[config.mk]
export PLATFORM = sky130hd
export DESIGN_NAME = rgb_to_hsv_converter
export DESIGN_NICKNAME = d
export VERILOG_FILES = /design/src/hdl/rhc_pkg.sv /design/src/hdl/rhc_front.sv /design/src/hdl/rhc_cell.sv /design/src/hdl/rgb_to_hsv_converter.sv
export SDC_FILE = /design/constraint.sdc
export NUM_CORES = 2
export LEC_CHECK = 0
export ABC_CLOCK_PERIOD_IN_PS = 19700
export BUFFER_PORTS_ARGS = -buffer_cell sky130_fd_sc_hd__buf_4
export CAP_MARGIN = 20
export CORE_ASPECT_RATIO = 0.9
export CORE_UTILIZATION = 65
export DETAILED_ROUTE_END_ITERATION = 6
export GPL_TIMING_DRIVEN = 0
export PLACE_DENSITY = 0.86
export SYNTH_ARGS = -nofsm -noshare
export SYNTH_HDL_FRONTEND = slang
export SYNTH_SLANG_ARGS = --single-unit
[constraint.sdc]
create_clock -name clk -period 19.7 [get_ports clk]
set_input_delay 3.94 -clock clk [delete_from_list [all_inputs] [get_ports clk]]
set_output_delay 3.94 -clock clk [all_outputs]
set_load 0.005 [all_outputs]
[src/hdl/rhc_pkg.sv]
// Shared types for the RGB to HSV converter: sector code and per-stage control word.
`default_nettype none
package rhc_pkg;

  typedef enum logic [1:0] {
    SEC_RED,
    SEC_GREEN,
    SEC_BLUE
  } rhc_sector_t;

  typedef struct packed {
    logic valid;
    logic grey;
    logic sat_full;
  } rhc_ctl_t;

endpackage
`default_nettype wire

[src/hdl/rhc_front.sv]
// Front stages: find max and min, pick the hue sector, build dividends and divisors.
`default_nettype none
module rhc_front #(
  parameter int COMPONENT_BITS = 16
) (
  input  wire logic                        clk,
  input  wire logic                        rst_n,
  input  wire logic                        up_valid,
  output logic                             up_ready,
  input  wire logic [COMPONENT_BITS-1:0]   up_red,
  input  wire logic [COMPONENT_BITS-1:0]   up_green,
  input  wire logic [COMPONENT_BITS-1:0]   up_blue,
  output rhc_pkg::rhc_ctl_t                down_ctl,
  input  wire logic                        down_ready,
  output logic [COMPONENT_BITS+2:0]        down_rem_h,
  output logic [COMPONENT_BITS+2:0]        down_den_h,
  output logic [COMPONENT_BITS+2:0]        down_rem_s,
  output logic [COMPONENT_BITS+2:0]        down_den_s,
  output logic [COMPONENT_BITS-1:0]        down_bright
);
  import rhc_pkg::*;

  localparam int W  = COMPONENT_BITS;
  localparam int DW = COMPONENT_BITS + 3;

  logic              s1_valid_r, s1_valid_nxt;
  logic [W-1:0]      s1_max_r, s1_max_nxt;
  logic [W-1:0]      s1_delta_r, s1_delta_nxt;
  logic [W:0]        s1_diff_r, s1_diff_nxt;
  rhc_sector_t       s1_sec_r, s1_sec_nxt;
  logic              s1_grey_r, s1_grey_nxt;
  logic              s1_full_r, s1_full_nxt;
  logic              s1_ready;
  logic [W-1:0]      min_c;

  rhc_ctl_t          s2_ctl_r, s2_ctl_nxt;
  logic [DW-1:0]     s2_rem_h_r, s2_rem_h_nxt;
  logic [DW-1:0]     s2_den_h_r, s2_den_h_nxt;
  logic [DW-1:0]     s2_rem_s_r, s2_rem_s_nxt;
  logic [DW-1:0]     s2_den_s_r, s2_den_s_nxt;
  logic [W-1:0]      s2_bright_r, s2_bright_nxt;
  logic              s2_ready;
  logic [DW-1:0]     d_ext, diff_ext;

  assign s2_ready = !s2_ctl_r.valid || down_ready;
  assign s1_ready = !s1_valid_r || s2_ready;
  assign up_ready = s1_ready;

  always_comb begin
    if (up_red >= up_green && up_red >= up_blue) begin
      s1_sec_nxt  = SEC_RED;
      s1_max_nxt  = up_red;
      s1_diff_nxt = {1'b0, up_green} - {1'b0, up_blue};
    end else if (up_green >= up_blue) begin
      s1_sec_nxt  = SEC_GREEN;
      s1_max_nxt  = up_green;
      s1_diff_nxt = {1'b0, up_blue} - {1'b0, up_red};
    end else begin
      s1_sec_nxt  = SEC_BLUE;
      s1_max_nxt  = up_blue;
      s1_diff_nxt = {1'b0, up_red} - {1'b0, up_green};
    end
    min_c = up_red;
    if (up_green < min_c) min_c = up_green;
    if (up_blue < min_c) min_c = up_blue;
    s1_delta_nxt = s1_max_nxt - min_c;
    s1_grey_nxt  = (s1_max_nxt == min_c);
    s1_full_nxt  = (min_c == '0);
    s1_valid_nxt = s1_ready ? up_valid : s1_valid_r;
  end

  always_comb begin
    d_ext    = {3'b000, s1_delta_r};
    diff_ext = {{2{s1_diff_r[W]}}, s1_diff_r};
    s2_den_h_nxt = (d_ext << 2) + (d_ext << 1);
    case (s1_sec_r)
      SEC_RED:   s2_rem_h_nxt = s1_diff_r[W] ? s2_den_h_nxt + diff_ext : diff_ext;
      SEC_GREEN: s2_rem_h_nxt = (d_ext << 1) + diff_ext;
      SEC_BLUE:  s2_rem_h_nxt = (d_ext << 2) + diff_ext;
      default:   s2_rem_h_nxt = '0;
    endcase
    s2_rem_s_nxt       = d_ext;
    s2_den_s_nxt       = {3'b000, s1_max_r};
    s2_bright_nxt      = s1_max_r;
    s2_ctl_nxt.grey    = s1_grey_r;
    s2_ctl_nxt.sat_full = s1_full_r;
    s2_ctl_nxt.valid   = s2_ready ? s1_valid_r : s2_ctl_r.valid;
  end

  always_ff @(posedge clk) begin
    if (!rst_n) begin
      s1_valid_r     <= 1'b0;
      s2_ctl_r.valid <= 1'b0;
    end else begin
      s1_valid_r     <= s1_valid_nxt;
      s2_ctl_r.valid <= s2_ctl_nxt.valid;
    end
    if (s1_ready && up_valid) begin
      s1_max_r   <= s1_max_nxt;
      s1_delta_r <= s1_delta_nxt;
      s1_diff_r  <= s1_diff_nxt;
      s1_sec_r   <= s1_sec_nxt;
      s1_grey_r  <= s1_grey_nxt;
      s1_full_r  <= s1_full_nxt;
    end
    if (s2_ready && s1_valid_r) begin
      s2_rem_h_r        <= s2_rem_h_nxt;
      s2_den_h_r        <= s2_den_h_nxt;
      s2_rem_s_r        <= s2_rem_s_nxt;
      s2_den_s_r        <= s2_den_s_nxt;
      s2_bright_r       <= s2_bright_nxt;
      s2_ctl_r.grey     <= s2_ctl_nxt.grey;
      s2_ctl_r.sat_full <= s2_ctl_nxt.sat_full;
    end
  end

  assign down_ctl    = s2_ctl_r;
  assign down_rem_h  = s2_rem_h_r;
  assign down_den_h  = s2_den_h_r;
  assign down_rem_s  = s2_rem_s_r;
  assign down_den_s  = s2_den_s_r;
  assign down_bright = s2_bright_r;

endmodule
`default_nettype wire

[src/hdl/rhc_cell.sv]
// Division cell: one restoring step for hue and saturation quotients, one word held.
`default_nettype none
module rhc_cell #(
  parameter int COMPONENT_BITS = 16
) (
  input  wire logic                        clk,
  input  wire logic                        rst_n,
  input  wire rhc_pkg::rhc_ctl_t           up_ctl,
  output logic                             up_ready,
  input  wire logic [COMPONENT_BITS+2:0]   up_rem_h,
  input  wire logic [COMPONENT_BITS+2:0]   up_den_h,
  input  wire logic [COMPONENT_BITS-1:0]   up_quo_h,
  input  wire logic [COMPONENT_BITS+2:0]   up_rem_s,
  input  wire logic [COMPONENT_BITS+2:0]   up_den_s,
  input  wire logic [COMPONENT_BITS-1:0]   up_quo_s,
  input  wire logic [COMPONENT_BITS-1:0]   up_bright,
  output rhc_pkg::rhc_ctl_t                down_ctl,
  input  wire logic                        down_ready,
  output logic [COMPONENT_BITS+2:0]        down_rem_h,
  output logic [COMPONENT_BITS+2:0]        down_den_h,
  output logic [COMPONENT_BITS-1:0]        down_quo_h,
  output logic [COMPONENT_BITS+2:0]        down_rem_s,
  output logic [COMPONENT_BITS+2:0]        down_den_s,
  output logic [COMPONENT_BITS-1:0]        down_quo_s,
  output logic [COMPONENT_BITS-1:0]        down_bright
);
  import rhc_pkg::*;

  localparam int W  = COMPONENT_BITS;
  localparam int DW = COMPONENT_BITS + 3;

  rhc_ctl_t        ctl_r, ctl_nxt;
  logic [DW-1:0]   rem_h_r, rem_h_nxt, den_h_r;
  logic [DW-1:0]   rem_s_r, rem_s_nxt, den_s_r;
  logic [W-1:0]    quo_h_r, quo_h_nxt, quo_s_r, quo_s_nxt, bright_r;
  logic [DW:0]     sh_h, sh_s, sub_h, sub_s;
  logic            ge_h, ge_s;

  assign up_ready = !ctl_r.valid || down_ready;

  always_comb begin
    sh_h  = {up_rem_h, 1'b0};
    sh_s  = {up_rem_s, 1'b0};
    sub_h = sh_h - {1'b0, up_den_h};
    sub_s = sh_s - {1'b0, up_den_s};
    ge_h  = (sh_h >= {1'b0, up_den_h});
    ge_s  = (sh_s >= {1'b0, up_den_s});
    rem_h_nxt = ge_h ? sub_h[DW-1:0] : sh_h[DW-1:0];
    rem_s_nxt = ge_s ? sub_s[DW-1:0] : sh_s[DW-1:0];
    quo_h_nxt = {up_quo_h[W-2:0], ge_h};
    quo_s_nxt = {up_quo_s[W-2:0], ge_s};
    ctl_nxt.valid    = up_ready ? up_ctl.valid : ctl_r.valid;
    ctl_nxt.grey     = up_ctl.grey;
    ctl_nxt.sat_full = up_ctl.sat_full;
  end

  always_ff @(posedge clk) begin
    if (!rst_n) begin
      ctl_r.valid <= 1'b0;
    end else begin
      ctl_r.valid <= ctl_nxt.valid;
    end
    if (up_ready && up_ctl.valid) begin
      ctl_r.grey     <= ctl_nxt.grey;
      ctl_r.sat_full <= ctl_nxt.sat_full;
      rem_h_r        <= rem_h_nxt;
      den_h_r        <= up_den_h;
      quo_h_r        <= quo_h_nxt;
      rem_s_r        <= rem_s_nxt;
      den_s_r        <= up_den_s;
      quo_s_r        <= quo_s_nxt;
      bright_r       <= up_bright;
    end
  end

  assign down_ctl    = ctl_r;
  assign down_rem_h  = rem_h_r;
  assign down_den_h  = den_h_r;
  assign down_quo_h  = quo_h_r;
  assign down_rem_s  = rem_s_r;
  assign down_den_s  = den_s_r;
  assign down_quo_s  = quo_s_r;
  assign down_bright = bright_r;

endmodule
`default_nettype wire

[src/hdl/rgb_to_hsv_converter.sv]
// Top level: RGB to HSV pixel converter built from a chain of division cells.
// Stages: two front stages, one division cell per quotient bit and one output
// register. Throughput: one word per cycle while out_stall is low; every stage
// holds one word and fills bubbles.
// Reset: synchronous, active low; clears valid bits only, payload is not reset.
`default_nettype none
module rgb_to_hsv_converter #(
  parameter int COMPONENT_BITS = 16
) (
  input  wire logic                        clk,
  input  wire logic                        rst_n,
  input  wire logic                        in_valid,
  output logic                             in_stall,
  input  wire logic [COMPONENT_BITS-1:0]   in_red,
  input  wire logic [COMPONENT_BITS-1:0]   in_green,
  input  wire logic [COMPONENT_BITS-1:0]   in_blue,
  output logic                             out_valid,
  input  wire logic                        out_stall,
  output logic [COMPONENT_BITS-1:0]        out_hue,
  output logic [COMPONENT_BITS-1:0]        out_saturation,
  output logic [COMPONENT_BITS-1:0]        out_brightness
);
  import rhc_pkg::*;

  localparam int W  = COMPONENT_BITS;
  localparam int DW = COMPONENT_BITS + 3;

  rhc_ctl_t        ctl   [0:W];
  logic            rdy   [0:W];
  logic [DW-1:0]   rem_h [0:W];
  logic [DW-1:0]   den_h [0:W];
  logic [W-1:0]    quo_h [0:W];
  logic [DW-1:0]   rem_s [0:W];
  logic [DW-1:0]   den_s [0:W];
  logic [W-1:0]    quo_s [0:W];
  logic [W-1:0]    bright[0:W];
  logic            front_ready;

  logic            out_valid_r, out_valid_nxt;
  logic [W-1:0]    hue_r, hue_nxt, sat_r, sat_nxt, bri_r;
  logic            out_ready;

  assign in_stall = !front_ready;

  rhc_front #(.COMPONENT_BITS(COMPONENT_BITS)) u_front (
    .clk        (clk),
    .rst_n      (rst_n),
    .up_valid   (in_valid),
    .up_ready   (front_ready),
    .up_red     (in_red),
    .up_green   (in_green),
    .up_blue    (in_blue),
    .down_ctl   (ctl[0]),
    .down_ready (rdy[0]),
    .down_rem_h (rem_h[0]),
    .down_den_h (den_h[0]),
    .down_rem_s (rem_s[0]),
    .down_den_s (den_s[0]),
    .down_bright(bright[0])
  );

  assign quo_h[0] = '0;
  assign quo_s[0] = '0;

  for (genvar i = 0; i < W; i++) begin : g_cell
    rhc_cell #(.COMPONENT_BITS(COMPONENT_BITS)) u_cell (
      .clk        (clk),
      .rst_n      (rst_n),
      .up_ctl     (ctl[i]),
      .up_ready   (rdy[i]),
      .up_rem_h   (rem_h[i]),
      .up_den_h   (den_h[i]),
      .up_quo_h   (quo_h[i]),
      .up_rem_s   (rem_s[i]),
      .up_den_s   (den_s[i]),
      .up_quo_s   (quo_s[i]),
      .up_bright  (bright[i]),
      .down_ctl   (ctl[i+1]),
      .down_ready (rdy[i+1]),
      .down_rem_h (rem_h[i+1]),
      .down_den_h (den_h[i+1]),
      .down_quo_h (quo_h[i+1]),
      .down_rem_s (rem_s[i+1]),
      .down_den_s (den_s[i+1]),
      .down_quo_s (quo_s[i+1]),
      .down_bright(bright[i+1])
    );
  end

  assign out_ready = !out_valid_r || !out_stall;
  assign rdy[W]    = out_ready;

  always_comb begin
    out_valid_nxt = out_ready ? ctl[W].valid : out_valid_r;
    hue_nxt = ctl[W].grey ? '0 : quo_h[W];
    if (ctl[W].grey) begin
      sat_nxt = '0;
    end else if (ctl[W].sat_full) begin
      sat_nxt = '1;
    end else begin
      sat_nxt = quo_s[W];
    end
  end

  always_ff @(posedge clk) begin
    if (!rst_n) begin
      out_valid_r <= 1'b0;
    end else begin
      out_valid_r <= out_valid_nxt;
    end
  end

  always_ff @(posedge clk) begin
    if (out_ready && ctl[W].valid) begin
      hue_r <= hue_nxt;
      sat_r <= sat_nxt;
      bri_r <= bright[W];
    end
  end

  assign out_valid      = out_valid_r;
  assign out_hue        = hue_r;
  assign out_saturation = sat_r;
  assign out_brightness = bri_r;

  // keep remainders and divisors of the last cell observed by nothing else
  logic unused_tail;
  assign unused_tail = ^{rem_h[W], den_h[W], rem_s[W], den_s[W]};

endmodule
`default_nettype wire

# == Word-level counts from Yosys, hierarchy flattened ==
# Cells that the tools add are included.
# op_classes
n_div,0
eq_ne,3
n_addsub,38
shifts,0
mul,0
order_cmp,37
reduce_logical,62
mux,40
bitwise,0
# ops
cell,count
$mux W19,30
$ge A20 B19 Y1,16
$ge A20 B16 Y1,15
$sub A19 B19 Y19,15
$sub A19 B16 Y19,14
$mux W16,5
$pmux W19 S3,1
$mux W17,3
$sub A16 B16 Y17,3
$ge A16 B16 Y1,3
$add A18 B17 Y19,2
$lt A16 B16 Y1,2
$logic_not A1 Y1,21
$logic_and A1 B1 Y1,20
$add A18 B19 Y19,1
$add A19 B19 Y19,1
$logic_or A1 B1 Y1,19
$sub A17 B16 Y18,1
$ge A17 B16 Y1,1
$eq A16 B16 Y1,1
$logic_not A16 Y1,1
$sub A16 B16 Y16,1
$eq A2 B1 Y1 const B,1
$eq A2 B2 Y1 const B,1
other kinds (2),2
# word_totals
mem_bits_ro,0
latchBits,0
output_inout_bits,50
word_cells,370
mem_bits_rw,0
memories,0
regBits,1606
inputBits,52

# == Logic depth before layout (Yosys ltp) ==
# logic_depth
word_depth,21
depth_mapped,34
mapped_depth_nobuf,29

# == Cells and area by module ==
# Synthesis repeated with hierarchy kept, for this count alone.
# unflattened
cells_unflattened,9414
area_unflattened_um2,113168.5
# by_module_without_submodules
module,n_inst,area_each_um2,cells_each,seq_area_each_um2
rhc_cell,16,6247.2,503,3803.6
rhc_front,1,11451.0,1258,3733.6
rgb_to_hsv_converter,1,1761.7,108,1461.4

# == Least setup slack after synthesis ==
# OpenSTA, ideal clock, no wires.
# synth_timing
path_type,input port to flip-flop
from,in out_stall
to,reg g_cell[13].u_cell.bright_r[0] (enable)
setup_ns,0.715
path_slack_ns,7.347
t_required_ns,18.985
arrival_ns,11.638
cell_stages,3
path_cell_list,and3_1 -> and2_1 -> a21boi_0
# synth_between
elab_chain_cells,6
# synth_rtl
element,line_no,rtl
start: declaration,rgb_to_hsv_converter.sv:18,"input wire logic out_stall,"
$logic_not A1 Y1,rgb_to_hsv_converter.sv:90,assign out_ready = !out_valid_r || !out_stall;
$logic_or A1 B1 Y1,rgb_to_hsv_converter.sv:90,
$logic_or A1 B1 Y1 (3 in a row),rhc_cell.sv:39,assign up_ready = !ctl_r.valid || down_ready;
$logic_and A1 B1 Y1,rhc_cell.sv:63,if (up_ready && up_ctl.valid) begin
end signal: assignment,rhc_cell.sv:72,bright_r <= up_bright;
end: declaration,rhc_cell.sv:35,"logic [W-1:0] quo_h_r, quo_h_nxt, quo_s_r, quo_s_nxt, bright_r;"
# No other way between the ends.
# A chain may end at the register's enable or synchronous reset.

# == Worst setup path after layout ==
# layout_timing
from,in in_green[14]
to,"reg u_front.s1_delta_r[14], data pin"
# layout_between
elab_chain_cells,5
word_cells_on_any_way,10
cone_classes,add/sub: 1; order compare: 4; mux: 4; reduce/logical: 1
# layout_rtl
element,line_no,rtl
start: declaration,rgb_to_hsv_converter.sv:15,"input wire logic [COMPONENT_BITS-1:0] in_green,"
$lt A16 B16 Y1,rhc_front.sv:64,if (up_green < min_c) min_c = up_green;
$mux W16,rhc_front.sv:64,
$lt A16 B16 Y1,rhc_front.sv:65,if (up_blue < min_c) min_c = up_blue;
$mux W16,rhc_front.sv:65,
$sub A16 B16 Y16 (*),rhc_front.sv:66,s1_delta_nxt = s1_max_nxt - min_c;
net u_front.s1_delta_nxt[14],rhc_front.sv:28,"logic [W-1:0] s1_delta_r, s1_delta_nxt;"
end signal: assignment,rhc_front.sv:100,s1_delta_r <= s1_delta_nxt;
end: declaration,rhc_front.sv:28,
# The timed path passes the listed nets; every way through them passes the cells marked *.

==> qor.yml <==
gp_congestion: 0.949
cp_max_fo: 10
synth.area.top_cells: "edfxtp_1 (55%), ha_1 (9.9%), inv_1 (4.6%), mux2_2 (2.7%), xnor2_1 (2.6%)"
worstSkewPairLatency_ns: 0.81
drive_above_1_share: 0.0837
path_clk_slew_ns: 0.07
rr_worst_depth: 18
rows: 125
nets: 8521
yosysSeqAreaShare: 0.550
synth.most_common_cell: "edfxtp_1"
path_class: "in -> reg"
initial_core_util: 0.659
hold_class: "reg -> reg"
peakVddDrop_v: 0.0000970
synth.largest_area_cell: "edfxtp_1"
ys.flop_type: "edfxtp_1"
hold_viol_final: 0
max_cap_violations: 0
pre_cts_ws_ns: 6.11
grt_use_total: 0.285
async_flop_share: 0
postRouteWirelength_mm: 191
drt-initial-drc-count: 5205
via_per_inst: 6.05
whs_endpoint: "g_cell[6].u_cell.down_quo_s[5]"
core_area_um2: 130000
setup.worst_path.start: "in_green[14]"
crit_top_cell: "clkbuf_1"
cp.arrival_ns: 13.39
tns_ns: 0
area_growth_pct: 10.3
reg2reg_from: "g_cell[13].u_cell.down_den_h[2]"
hp-start: "g_cell[5].u_cell.down_quo_s[4]"
cts_hold_buf: 0
io_buffers: 100
clock_path_buffers: 3
overflow: 0
synth_area_um2: 85600
crit_family: "compound AO/OA/AOI/OAI gates"
synth_cells: 7460
cp_slowest_cell: "clkbuf_1"
worst_pin_slew_ns: 1.03
powerDensity_nw_per_um2: 90.2
fill_cells: 7909
post-cts-setup-buffers: 0
register_area_um2: 47100
grt_pass1_wl_mm: 302
cp-end-kind: "flop"
cts_tree: "done"
status: "finished, violations left"
worst_slack_ns: 6.86
period_needed_ns: 12.84
drv_slew: 0
route.detailed.drc: 2
synth-seq-cells: 1574
cts-buffers-inserted: 154
fin_crit_sh: 0.652
hold_depth: 0
grt_max_degree: 43
setup_viol: 0
required_ns: 20.25
die_h_um: 346
slowest_delay_ns: 0.56
grt_pass1_vias: 59257
finClkSkew_ns: 0.0456
syn_avg_cell_area_um2: 11.5
crit_path_start_kind: "input pin"
synth_common_cells: "edfxtp_1 (1555), inv_1 (1051), ha_1 (677)"
netlist.area_leader.share: 0.546
yosysWarnings: 0
cp_num_buf_inv: 7
ff2ff_setup_slack_ns: 13.97
dr.pass1.iters: 7
vias: 58007
violations: "DRC"
die-area_um2: 133000
rr_endpoint: "g_cell[14].u_cell.down_rem_h[13]"
synth-edff-count: 1555
relSlewSlack: 0.310
cts-resized-gates: 0
leakagePower_nw: 37.5
die_w_um: 384
rsz0062_at_grt: "false"
hpwlAfterDp_mm: 139
antenna_left: 0
multi_input_area_um2: 34300
htreeDepth: 4
pin_count: 102
antenna_found_initial: 5
detail_route.wl_per_cell_um: 19.9
synth.distinct_cells: 79
cts-root-buf: "clkbuf_16"
fmax_mhz: 77.9
cts_sinks: 1574
synth.net_count: 8227
## metrics by stage
| step | hold slack [ns] | std cells | total power, mW | cell area, um2 | util |
|---|---|---|---|---|---|
| final | 0.381 | 9593 | 8.51 | 94400 | 0.727 |
| after CTS | 0.382 | 9591 | 8.51 | 94400 | 0.727 |
| after global routing | 0.382 | 9591 | 8.82 | 94400 | 0.727 |
| after floorplan | 0.400 | 7460 | 5.18 | 85600 | - |
| after global placement | 0.401 | 9274 | 5.56 | 88400 | 0.681 |
| after detailed placement | 0.405 | 9312 | 5.61 | 89400 | 0.689 |
## power by group
group,switching [mW],internal (mW),total (mW),leakage [nW]
sequential,0.101,3.80,3.90,13.9
clock,1.26,1.66,2.92,2.44
combinational,0.983,0.710,1.69,21.2
## layout make-up
class	count	area share
buffer	105	0.00447
multi-input combinational	4729	0.363
inverter	1052	0.0418
tap	1714	0.0227
sequential	1574	0.499
timing repair buffer	138	0.0163
antenna	2	0.0000530
clock inverter	83	0.00863
clock buffer	196	0.0440
## layout by cell type (no fill, tap or decap), types with 113 or more instances in the layout
| cell | instances |
|---|---|
| edfxtp_1 | 1555 |
| inv_1 | 1051 |
| ha_1 | 677 |
| nor2_1 | 569 |
| o21ai_0 | 428 |
| a21oi_1 | 426 |
| nand2_1 | 404 |
| xnor2_1 | 254 |
| mux2_2 | 204 |
| a21boi_0 | 182 |
| clkbuf_16 | 158 |
| a21o_1 | 146 |
| nand3_1 | 138 |
| o21a_1 | 134 |
| nor2b_1 | 126 |
| clkbuf_1 | 115 |
| nand2b_1 | 113 |
## registers in the layout (all words and copies together) (netlist names), 17 cells and up
| name | flops |
|---|---|
| g_cell.u_cell.down_rem_s | 284 |
| g_cell.u_cell.down_den_h | 270 |
| g_cell.u_cell.down_rem_h | 270 |
| g_cell.u_cell.down_den_s | 192 |
| g_cell.u_cell.down_quo_h | 136 |
| g_cell.u_cell.down_quo_s | 136 |
| g_cell.u_cell.down_bright | 64 |
| g_cell.u_cell.down_ctl | 48 |
| u_front.down_rem_h | 19 |
| u_front.down_den_h | 17 |
| u_front.s1_diff_r | 17 |
## layer usage
layer / vias up / GRT usage / wire length, um / part of all wire
li1: 27369 / - / - / -
met1: 27686 / 0.325 / 72100 / 0.38
met2: 2373 / 0.529 / 100000 / 0.52
met3: 571 / 0.0375 / 10500 / 0.055
met4: 8 / 0.127 / 8140 / 0.043
met5: - / 0 / 55 / 0.00029
## worst reg2reg max path, cell delays in order (launching register included)
cell and delay [ns]:
edfxtp_1 0.47, inv_1 0.08, ha_1 0.32, nor2b_1 0.15, o21ai_0 0.22, a21boi_0 0.17
o21ai_0 0.23, a21boi_0 0.17, o21ai_0 0.25, a21boi_0 0.15, o21ai_0 0.39, a21boi_0 0.21
o21ai_0 0.37, a21oi_1 0.18, nor4_1 0.33, o21bai_1 0.20, a21oi_1 0.78, buf_2 0.43
mux2_2 0.38
## logic make-up (layout without fill, tap and decap cells)
group	after synthesis	in the layout	share of synthesized area
other cells	0	2	0
fa+ha+maj	719	719	0.108
buf+inv	1157	1574	0.0511
xor+xnor	352	352	0.0360
flops	1574	1574	0.550
mux	252	252	0.0325
simple gates	1729	1729	0.0960
compound gates	1677	1677	0.126
## worst max path at each step
stage | endpoint | slack (ns) | depth (start not counted)
after floorplan | g_cell[13].u_cell.down_bright[0] | 7.35 | 3
after global placement | g_cell[13].u_cell.down_den_h[13] | 4.85 | 4
after detailed placement | u_front.s1_delta_r[14] | 6.11 | 33
after CTS | u_front.s1_delta_r[14] | 6.94 | 33
after global routing | u_front.s1_delta_r[14] | 6.44 | 33
final | u_front.s1_delta_r[14] | 6.86 | 34
Power figures use the tool's default switching activity.
